===== config.mk =====
export PLATFORM = sky130hd
export DESIGN_NAME = pixel_format_to_xrgb_core
export DESIGN_NICKNAME = d
export VERILOG_FILES = /design/src/design/pfx_pkg.sv /design/src/design/pixel_format_to_xrgb_core.sv
export SDC_FILE = /design/constraint.sdc
export NUM_CORES = 1
export LEC_CHECK = 0
export ABC_CLOCK_PERIOD_IN_PS = 6300
export BUFFER_PORTS_ARGS = -buffer_cell sky130_fd_sc_hd__buf_2
export CORE_UTILIZATION = 61
export CTS_CLUSTER_DIAMETER = 60
export CTS_CLUSTER_SIZE = 16
export DETAILED_ROUTE_END_ITERATION = 7
export PLACE_DENSITY = 0.83
export SYNTH_ARGS = -nofsm -noshare
export SYNTH_HDL_FRONTEND = slang
export SYNTH_SLANG_ARGS = --single-unit

===== constraint.sdc =====
create_clock -name clock -period 6.3 [get_ports clock]
set_clock_uncertainty 0.15 [all_clocks]
set_input_delay 0 -clock clock [delete_from_list [all_inputs] [get_ports clock]]
set_output_delay 0 -clock clock [all_outputs]
set_load 0.01 [all_outputs]

===== src/design/pfx_pkg.sv =====
// Shared constants, types and helper functions for the pixel format to XRGB core.
// Depends on nothing; the core references it by scoped names.
package pfx_pkg;

   // Q8 color conversion coefficients (1.13983, 0.39465, 0.58060, 2.03211 times 256).
   localparam int AccWidth = 19;
   localparam logic signed [AccWidth-1:0] COEF_RV = 19'sd292;
   localparam logic signed [AccWidth-1:0] COEF_GU = 19'sd101;
   localparam logic signed [AccWidth-1:0] COEF_GV = 19'sd149;
   localparam logic signed [AccWidth-1:0] COEF_BU = 19'sd520;

   localparam logic [7:0] ALPHA_OPAQUE = 8'hFF;

   // Register byte addresses, as word indexes.
   localparam logic REG_CONVERSION_MODE = 1'b0;

   typedef enum logic {
      MODE_YUY2  = 1'b0,
      MODE_RGB24 = 1'b1
   } mode_type;

   typedef logic signed [AccWidth-1:0] acc_type;

   // Floor divide by 256 (arithmetic shift) and clamp to 0..255.
   function automatic logic [7:0] clamp_q8(input acc_type acc);
      logic signed [AccWidth-9:0] q;
      q = acc[AccWidth-1:8];
      if (q[AccWidth-9]) begin
         clamp_q8 = 8'd0;
      end else if (q[AccWidth-10:8] != '0) begin
         clamp_q8 = 8'd255;
      end else begin
         clamp_q8 = q[7:0];
      end
   endfunction

   // Byte minus 128 as a sign-extended accumulator value.
   function automatic acc_type center_chroma(input logic [7:0] c);
      logic signed [8:0] s;
      s = {~c[7], ~c[7], c[6:0]};
      center_chroma = {{(AccWidth-9){s[8]}}, s};
   endfunction

endpackage


===== src/design/pixel_format_to_xrgb_core.sv =====
// Pixel format to XRGB core: YUY2 macropixel or RGB24 pixel in, 32-bit XRGB pixels out.
// Depends on pfx_pkg for coefficients, types and the clamp helper.
//
// An input transfer goes through the issue, multiply, sum and clamp stages before its
// first pixel is on rsp. Throughput, set by the issue stage: one pixel per cycle while
// rsp_ready does not stall; a full YUY2 macropixel gives two pixels, a tail or RGB24 one.
// Reset is synchronous and active high; it empties every stage and sets YUY2 mode.
module pixel_format_to_xrgb_core (
   input  logic        clock,
   input  logic        reset,
   // Input channel.
   input  logic        req_valid,
   output logic        req_ready,
   input  logic [7:0]  req_byte_a,
   input  logic [7:0]  req_byte_b,
   input  logic [7:0]  req_byte_c,
   input  logic [7:0]  req_byte_d,
   input  logic        req_one_pixel_only,
   // Result channel.
   output logic        rsp_valid,
   input  logic        rsp_ready,
   output logic [7:0]  rsp_red,
   output logic [7:0]  rsp_green,
   output logic [7:0]  rsp_blue,
   output logic [7:0]  rsp_alpha,
   output logic        rsp_last,
   // Configuration port.
   input  logic        psel,
   input  logic        penable,
   input  logic        pwrite,
   input  logic [2:0]  paddr,
   input  logic [31:0] pwdata,
   output logic [31:0] prdata,
   output logic        pready
);

   // ------------------------------------------------------------------
   // Configuration register. Writes complete on the access cycle; the
   // low address bits are the byte offset and are not decoded.
   // ------------------------------------------------------------------
   pfx_pkg::mode_type mode_ff, mode_in;
   logic              csr_write;

   assign pready    = 1'b1;
   assign csr_write = psel && penable && pwrite && pready;

   always_comb begin
      mode_in = mode_ff;
      if (csr_write && (paddr[2] == pfx_pkg::REG_CONVERSION_MODE)) begin
         mode_in = pfx_pkg::mode_type'(pwdata[0]);
      end
   end

   always_comb begin
      prdata = '0;
      if (paddr[2] == pfx_pkg::REG_CONVERSION_MODE) begin
         prdata = {31'd0, mode_ff};
      end
   end

   always_ff @(posedge clock) begin
      if (reset) begin
         mode_ff <= pfx_pkg::MODE_YUY2;
      end else begin
         mode_ff <= mode_in;
      end
   end

   // ------------------------------------------------------------------
   // Stage advance terms. A stage may take new data when it is empty or
   // when its content moves on in the same cycle.
   // ------------------------------------------------------------------
   logic s1_v_ff, s1_v_in;
   logic s2_v_ff, s2_v_in;
   logic s3_v_ff, s3_v_in;
   logic s1_adv, s2_adv, s3_adv;

   assign s3_adv = !s3_v_ff || rsp_ready;
   assign s2_adv = !s2_v_ff || s3_adv;
   assign s1_adv = !s1_v_ff || s2_adv;

   // ------------------------------------------------------------------
   // Stage 0: issue. Holds one input item and hands it to the pipeline
   // as one pixel per cycle while stage 1 can advance. A full YUY2
   // macropixel issues Y0 and then Y1; the item is done once its last
   // pixel is issued, and a new transfer may land in that same cycle.
   // ------------------------------------------------------------------
   logic              s0_v_ff, s0_v_in;
   logic              s0_phase_ff, s0_phase_in;
   pfx_pkg::mode_type s0_mode_ff, s0_mode_in;
   logic              s0_tail_ff, s0_tail_in;
   logic [7:0]        s0_a_ff, s0_a_in;
   logic [7:0]        s0_b_ff, s0_b_in;
   logic [7:0]        s0_c_ff, s0_c_in;
   logic [7:0]        s0_d_ff, s0_d_in;
   logic              issue, done, accept;

   assign done      = (s0_mode_ff == pfx_pkg::MODE_RGB24) || s0_tail_ff || s0_phase_ff;
   assign issue     = s0_v_ff && s1_adv;
   assign req_ready = !s0_v_ff || (s1_adv && done);
   assign accept    = req_valid && req_ready;

   always_comb begin
      s0_v_in     = s0_v_ff;
      s0_phase_in = s0_phase_ff;
      s0_mode_in  = s0_mode_ff;
      s0_tail_in  = s0_tail_ff;
      s0_a_in     = s0_a_ff;
      s0_b_in     = s0_b_ff;
      s0_c_in     = s0_c_ff;
      s0_d_in     = s0_d_ff;
      if (accept) begin
         s0_v_in     = 1'b1;
         s0_phase_in = 1'b0;
         s0_mode_in  = mode_ff;
         s0_tail_in  = req_one_pixel_only;
         s0_a_in     = req_byte_a;
         s0_b_in     = req_byte_b;
         s0_c_in     = req_byte_c;
         s0_d_in     = req_byte_d;
      end else if (issue) begin
         if (done) begin
            s0_v_in     = 1'b0;
            s0_phase_in = 1'b0;
         end else begin
            s0_phase_in = 1'b1;
         end
      end
   end

   always_ff @(posedge clock) begin
      if (reset) begin
         s0_v_ff     <= 1'b0;
         s0_phase_ff <= 1'b0;
      end else begin
         s0_v_ff     <= s0_v_in;
         s0_phase_ff <= s0_phase_in;
      end
      s0_mode_ff <= s0_mode_in;
      s0_tail_ff <= s0_tail_in;
      s0_a_ff    <= s0_a_in;
      s0_b_ff    <= s0_b_in;
      s0_c_ff    <= s0_c_in;
      s0_d_ff    <= s0_d_in;
   end

   // ------------------------------------------------------------------
   // Stage 1: products. Each channel gets a base of its byte times 256
   // plus chroma products. In RGB24 mode the bases are the color
   // bytes times 256 and the products are zero, so the later stages
   // pass the bytes through unchanged.
   // ------------------------------------------------------------------
   logic [15:0]       s1_base_r_ff, s1_base_r_in;
   logic [15:0]       s1_base_g_ff, s1_base_g_in;
   logic [15:0]       s1_base_b_ff, s1_base_b_in;
   pfx_pkg::acc_type  s1_rv_ff, s1_rv_in;
   pfx_pkg::acc_type  s1_gu_ff, s1_gu_in;
   pfx_pkg::acc_type  s1_gv_ff, s1_gv_in;
   pfx_pkg::acc_type  s1_bu_ff, s1_bu_in;
   logic              s1_last_ff, s1_last_in;
   pfx_pkg::acc_type  u_c, v_c;
   logic [7:0]        luma;

   assign u_c  = pfx_pkg::center_chroma(s0_b_ff);
   assign v_c  = pfx_pkg::center_chroma(s0_d_ff);
   assign luma = s0_phase_ff ? s0_c_ff : s0_a_ff;

   always_comb begin
      s1_v_in      = s1_adv ? issue : s1_v_ff;
      s1_base_r_in = s1_base_r_ff;
      s1_base_g_in = s1_base_g_ff;
      s1_base_b_in = s1_base_b_ff;
      s1_rv_in     = s1_rv_ff;
      s1_gu_in     = s1_gu_ff;
      s1_gv_in     = s1_gv_ff;
      s1_bu_in     = s1_bu_ff;
      s1_last_in   = s1_last_ff;
      if (issue) begin
         s1_last_in = done;
         if (s0_mode_ff == pfx_pkg::MODE_RGB24) begin
            s1_base_r_in = {s0_c_ff, 8'd0};
            s1_base_g_in = {s0_b_ff, 8'd0};
            s1_base_b_in = {s0_a_ff, 8'd0};
            s1_rv_in     = '0;
            s1_gu_in     = '0;
            s1_gv_in     = '0;
            s1_bu_in     = '0;
         end else begin
            s1_base_r_in = {luma, 8'd0};
            s1_base_g_in = {luma, 8'd0};
            s1_base_b_in = {luma, 8'd0};
            s1_rv_in     = v_c * pfx_pkg::COEF_RV;
            s1_gu_in     = u_c * pfx_pkg::COEF_GU;
            s1_gv_in     = v_c * pfx_pkg::COEF_GV;
            s1_bu_in     = u_c * pfx_pkg::COEF_BU;
         end
      end
   end

   always_ff @(posedge clock) begin
      if (reset) begin
         s1_v_ff <= 1'b0;
      end else begin
         s1_v_ff <= s1_v_in;
      end
      s1_base_r_ff <= s1_base_r_in;
      s1_base_g_ff <= s1_base_g_in;
      s1_base_b_ff <= s1_base_b_in;
      s1_rv_ff     <= s1_rv_in;
      s1_gu_ff     <= s1_gu_in;
      s1_gv_ff     <= s1_gv_in;
      s1_bu_ff     <= s1_bu_in;
      s1_last_ff   <= s1_last_in;
   end

   // ------------------------------------------------------------------
   // Stage 2: accumulate. The sums need 19 signed bits; blue reaches the
   // widest range.
   // ------------------------------------------------------------------
   pfx_pkg::acc_type s2_r_ff, s2_r_in;
   pfx_pkg::acc_type s2_g_ff, s2_g_in;
   pfx_pkg::acc_type s2_b_ff, s2_b_in;
   logic             s2_last_ff, s2_last_in;
   logic             s1_move;

   assign s1_move = s1_v_ff && s2_adv;

   always_comb begin
      s2_v_in    = s2_adv ? s1_v_ff : s2_v_ff;
      s2_r_in    = s2_r_ff;
      s2_g_in    = s2_g_ff;
      s2_b_in    = s2_b_ff;
      s2_last_in = s2_last_ff;
      if (s1_move) begin
         s2_r_in    = pfx_pkg::acc_type'({3'd0, s1_base_r_ff}) + s1_rv_ff;
         s2_g_in    = pfx_pkg::acc_type'({3'd0, s1_base_g_ff}) - s1_gu_ff - s1_gv_ff;
         s2_b_in    = pfx_pkg::acc_type'({3'd0, s1_base_b_ff}) + s1_bu_ff;
         s2_last_in = s1_last_ff;
      end
   end

   always_ff @(posedge clock) begin
      if (reset) begin
         s2_v_ff <= 1'b0;
      end else begin
         s2_v_ff <= s2_v_in;
      end
      s2_r_ff    <= s2_r_in;
      s2_g_ff    <= s2_g_in;
      s2_b_ff    <= s2_b_in;
      s2_last_ff <= s2_last_in;
   end

   // ------------------------------------------------------------------
   // Stage 3: floor shift and clamp into the output register. A pixel
   // waits here while rsp_ready is low, and the stages behind it keep
   // filling until they too are full.
   // ------------------------------------------------------------------
   logic [7:0] s3_r_ff, s3_r_in;
   logic [7:0] s3_g_ff, s3_g_in;
   logic [7:0] s3_b_ff, s3_b_in;
   logic       s3_last_ff, s3_last_in;
   logic       s2_move;

   assign s2_move = s2_v_ff && s3_adv;

   always_comb begin
      s3_v_in    = s3_adv ? s2_v_ff : s3_v_ff;
      s3_r_in    = s3_r_ff;
      s3_g_in    = s3_g_ff;
      s3_b_in    = s3_b_ff;
      s3_last_in = s3_last_ff;
      if (s2_move) begin
         s3_r_in    = pfx_pkg::clamp_q8(s2_r_ff);
         s3_g_in    = pfx_pkg::clamp_q8(s2_g_ff);
         s3_b_in    = pfx_pkg::clamp_q8(s2_b_ff);
         s3_last_in = s2_last_ff;
      end
   end

   always_ff @(posedge clock) begin
      if (reset) begin
         s3_v_ff <= 1'b0;
      end else begin
         s3_v_ff <= s3_v_in;
      end
      s3_r_ff    <= s3_r_in;
      s3_g_ff    <= s3_g_in;
      s3_b_ff    <= s3_b_in;
      s3_last_ff <= s3_last_in;
   end

   assign rsp_valid = s3_v_ff;
   assign rsp_red   = s3_r_ff;
   assign rsp_green = s3_g_ff;
   assign rsp_blue  = s3_b_ff;
   assign rsp_alpha = pfx_pkg::ALPHA_OPAQUE;
   assign rsp_last  = s3_last_ff;

`ifndef SYNTHESIS
   // The second pixel of a macropixel is only ever pending for a full YUY2 item.
   a_phase_only_full_yuy2: assert property (@(posedge clock) disable iff (reset)
      s0_phase_ff |-> (s0_v_ff && !s0_tail_ff && (s0_mode_ff == pfx_pkg::MODE_YUY2)))
      else $error("second pixel pending for an item that has only one");

   // A full YUY2 transfer blocks the input for the cycle its first pixel issues.
   a_full_item_blocks: assert property (@(posedge clock) disable iff (reset)
      (accept && !req_one_pixel_only && (mode_ff == pfx_pkg::MODE_YUY2)) |=> !req_ready)
      else $error("input accepted again before both pixels were issued");

   // Leaving reset, the pipeline is empty and the input side is open.
   a_reset_empty: assert property (@(posedge clock)
      $past(reset) |-> (!rsp_valid && req_ready && !s1_v_ff && !s2_v_ff))
      else $error("pipeline not empty after reset");
`endif

endmodule


==> flow_summary.ini <==
[setup_path]
cp.required_ns = 6.30
crit_type = reg -> reg
crit_chain = inv_1 -> ha_1 -> fa_1 -> ha_1 -> inv_1 -> fa_1 -> inv_1 -> ha_1 -> nand2_1 -> o211ai_1 -> a2111oi_1 -> or3_1 -> a21oi_1
cp_slowest_stage_delay_ns = 0.67
cp_slowest_cell = edfxtp_1
reg2reg_depth = 13
path_buf_inv = 3
r2r_setup_slack_ns = 1.66
arrival_ns = 4.64
cp-start-kind = register
cp-end-kind = register
rr_endpoint = s1_gv_ff[17]$_SDFFCE_PP0P_
r2r_start = s0_d_ff[7]$_DFFE_PP_
crit_fanout = 11
path_delay_family = adder cells
cp_num_cells = 13

[hold_path]
min_path_cells = 3
min_path_type = in -> out
hold_start = paddr[2]
min_to = prdata[0]

[sta]
period_share = 0.7365
hold_viol = 0
drv_slew = 0
fmax_ghz = 0.2155
worstMarginPinSlew_ns = 1.146
setup_violations = 0
fin_ws_ns = 1.660
period_needed_ns = 4.640
slew_headroom = 0.2326
rsz0062_at_grt = no
final.setup.tns_ns = 0

[global_routing]
grt_pass1_vias = 7454
gr-usage-all-layers = 0.2277
grt_max_degree = 80
grt_pass1_wl_um = 35120
grt_antenna_before_repair = 0
grt_overflow = 0

[yosys]
yosys_warnings = 0
synthMostInstantiatedCell = edfxtp_1
synthArstFlopShare = 0
avgSynthCellArea_um2 = 11.53
synth.ff_latch_count = 178
netlist_area_um2 = 11800
synth_top_area_share = 0.4376
synth.distinct_cells = 64
seq_area_frac_synth = 0.4478
synth_edf_count = 172
synth_area_leader_cell = edfxtp_1
synth_top_cells_by_area = edfxtp_1 (44%), ha_1 (18%), fa_1 (5.8%)
synth_commonest_cells = edfxtp_1 (172), ha_1 (167), nor2_1 (123)
synthCells = 1024
ys.flop_type = edfxtp_1

[power_and_ir_drop]
intPower_uw = 2627
p_sw_uw = 1310
power_frac_clock = 0.263
power.density_nw_per_um2 = 297.5
vdd_drop_max_uv = 218.1
p_leak_uw = 0.005684
switching_share = 0.3328
pwr-share-comb = 0.350
power.total_uw = 3937
p_seq_frac = 0.387

[clocking]
clk_pin_slew_ns = 0.07
post-cts-setup-buffer-count = 0
clock_latency_ns = 0.44
cts_tree = built
cts_sinks = 178
post_cts_resized = 0
clk_path_buf_depth = 2
cts_made_buffers = 17
root_buffer = clkbuf_16
htreeDepth = 4

[final_layout]
fin_nets = 1408
layout-drive-gt1-share = 0.1188
nFillCells = 1311
regArea_um2 = 5285
diodes = 0
syn_to_final_growth_pct = 12.13
multi_input_area_um2 = 5936
finalNonFillerCells = 1405

[routing]
wl_per_cell_um = 15.24
drt_wl_total_um = 21420
drtPass1Iterations = 5
vias = 7659
postRouteAntennaNets = 0
vias_per_cell = 5.451
drtIter0Drc = 405
drc = 0

[floorplanning]
die_h_um = 141.1
pin_count = 143
die_x_um = 141.1
num_rows = 50
core_um2 = 18830
dieArea_um2 = 19910
initial_core_util = 0.6268

[run]
maxCapViolCount = 0

[status]
status = complete, no violations

[placed_design]
dp_slack_ns = 1.785
place_inst = 1334
gp_congestion = 0.8929
dp_hpwl_um = 14950
io_buffers = 69
power groups by stage:
| stage | clock network, µW | registers (µW) | logic (µW) |
|---|---|---|---|
| final | 1040 | 1520 | 1380 |
| after global routing | 1090 | 1530 | 1550 |
| after CTS | 1050 | 1520 | 1370 |
| after detailed placement | 0 | 1550 | 1320 |
| after global placement | 0 | 1550 | 1280 |
| after floorplan | 0 | 1530 | 1070 |
flip-flops by register name (all words and copies together) (netlist names), 8 cells and up:
name	count
s0_b_ff	8
s2_b_ff	11
s1_base_g_ff	8
rsp_green	8
s1_base_b_ff	8
s0_c_ff	8
rsp_blue	8
rsp_red	8
s1_rv_ff	12
s2_r_ff	11
s1_gv_ff	15
s2_g_ff	11
s1_bu_ff	11
s0_a_ff	8
s1_base_r_ff	8
s1_gu_ff	16
s0_d_ff	8
placed cells by master, fill, tap and decap left out, drive strengths merged, types with 7 or more instances in the layout:
cell         netlist  final
clkbuf            13     18
o211ai             7      7
xnor2             42     42
dlygate4sd3        0     39
mux2i             10     10
nor2b             28     28
conb               2     40
edfxtp           172    172
inv               97    104
mux2              19     19
fa                34     34
nor3              27     27
a211oi            12     12
nand2             29     29
buf               46     71
a21oi             40     40
nor2             123    123
ha               167    167
o21ai             35     35
a21o              17     17
o21a              12     12
xor2              16     16
worst register-to-register path, cell delays in order (launching register included):
cell and delay [ns]:
edfxtp_1 0.67, inv_1 0.31, ha_1 0.33, fa_1 0.45, ha_1 0.29, inv_1 0.05, fa_1 0.53, inv_1 0.04
ha_1 0.37, nand2_1 0.10, o211ai_1 0.22, a2111oi_1 0.58, or3_1 0.19, a21oi_1 0.06
routing by layer:
layer | share of wire | global-route usage | vias up
met5 | 0 | 0 | -
met4 | 0.032 | 0.1053 | 0
met1 | 0.43 | 0.2775 | 3636
li1 | - | - | 3766
met2 | 0.49 | 0.3895 | 207
met3 | 0.045 | 0.04586 | 50
metrics by stage:
step	utilization	area, µm²	hold slack [ns]
final	0.7028	13230	0.1022
after global routing	0.7028	13230	0.1070
after detailed placement	0.6516	12270	0.02808
after floorplan	-	11950	-0.1036
after CTS	0.7028	13230	0.09999
after global placement	0.6516	12270	0.02622
cells by family (layout without fill, tap and decap cells):
logic type	after synthesis	after routing	synth area share
buf+inv	156	239	0.06265
other cells	2	40	0.0006363
xor+xnor	58	58	0.04304
flops	178	178	0.4478
simple gates	242	242	0.09520
mux	29	29	0.02661
compound gates	158	158	0.08937
fa+ha+maj	201	201	0.2347
worst max-delay path by stage:
stage / start / to / slack, ns
after floorplan: s0_d_ff[7]$_DFFE_PP_ / s1_gv_ff[12]$_SDFFCE_PP0P_ / 2.09
after global placement: s0_d_ff[7]$_DFFE_PP_ / s1_gv_ff[17]$_SDFFCE_PP0P_ / 1.83
after detailed placement: s0_d_ff[7]$_DFFE_PP_ / s1_gv_ff[12]$_SDFFCE_PP0P_ / 1.79
after CTS: s0_d_ff[7]$_DFFE_PP_ / s1_gv_ff[17]$_SDFFCE_PP0P_ / 1.70
after global routing: s0_d_ff[7]$_DFFE_PP_ / s1_gv_ff[17]$_SDFFCE_PP0P_ / 1.34
final: s0_d_ff[7]$_DFFE_PP_ / s1_gv_ff[17]$_SDFFCE_PP0P_ / 1.66
what timing repair did:
item / 4_1_cts / 5_1_grt
hold buffers: 39 / 0
hold endpoints to repair: 39 / 0
setup endpoints to repair: 0 / 0
area by class of cell:
cell class | instances | area share
clock buffer | 18 | 0.03243
clock inverter | 14 | 0.01087
inverter | 97 | 0.02751
multi-input combinational | 728 | 0.4485
sequential | 178 | 0.3994
tap | 260 | 0.02458
timing repair buffer | 110 | 0.05673
(Power assumes the default switching activity.)
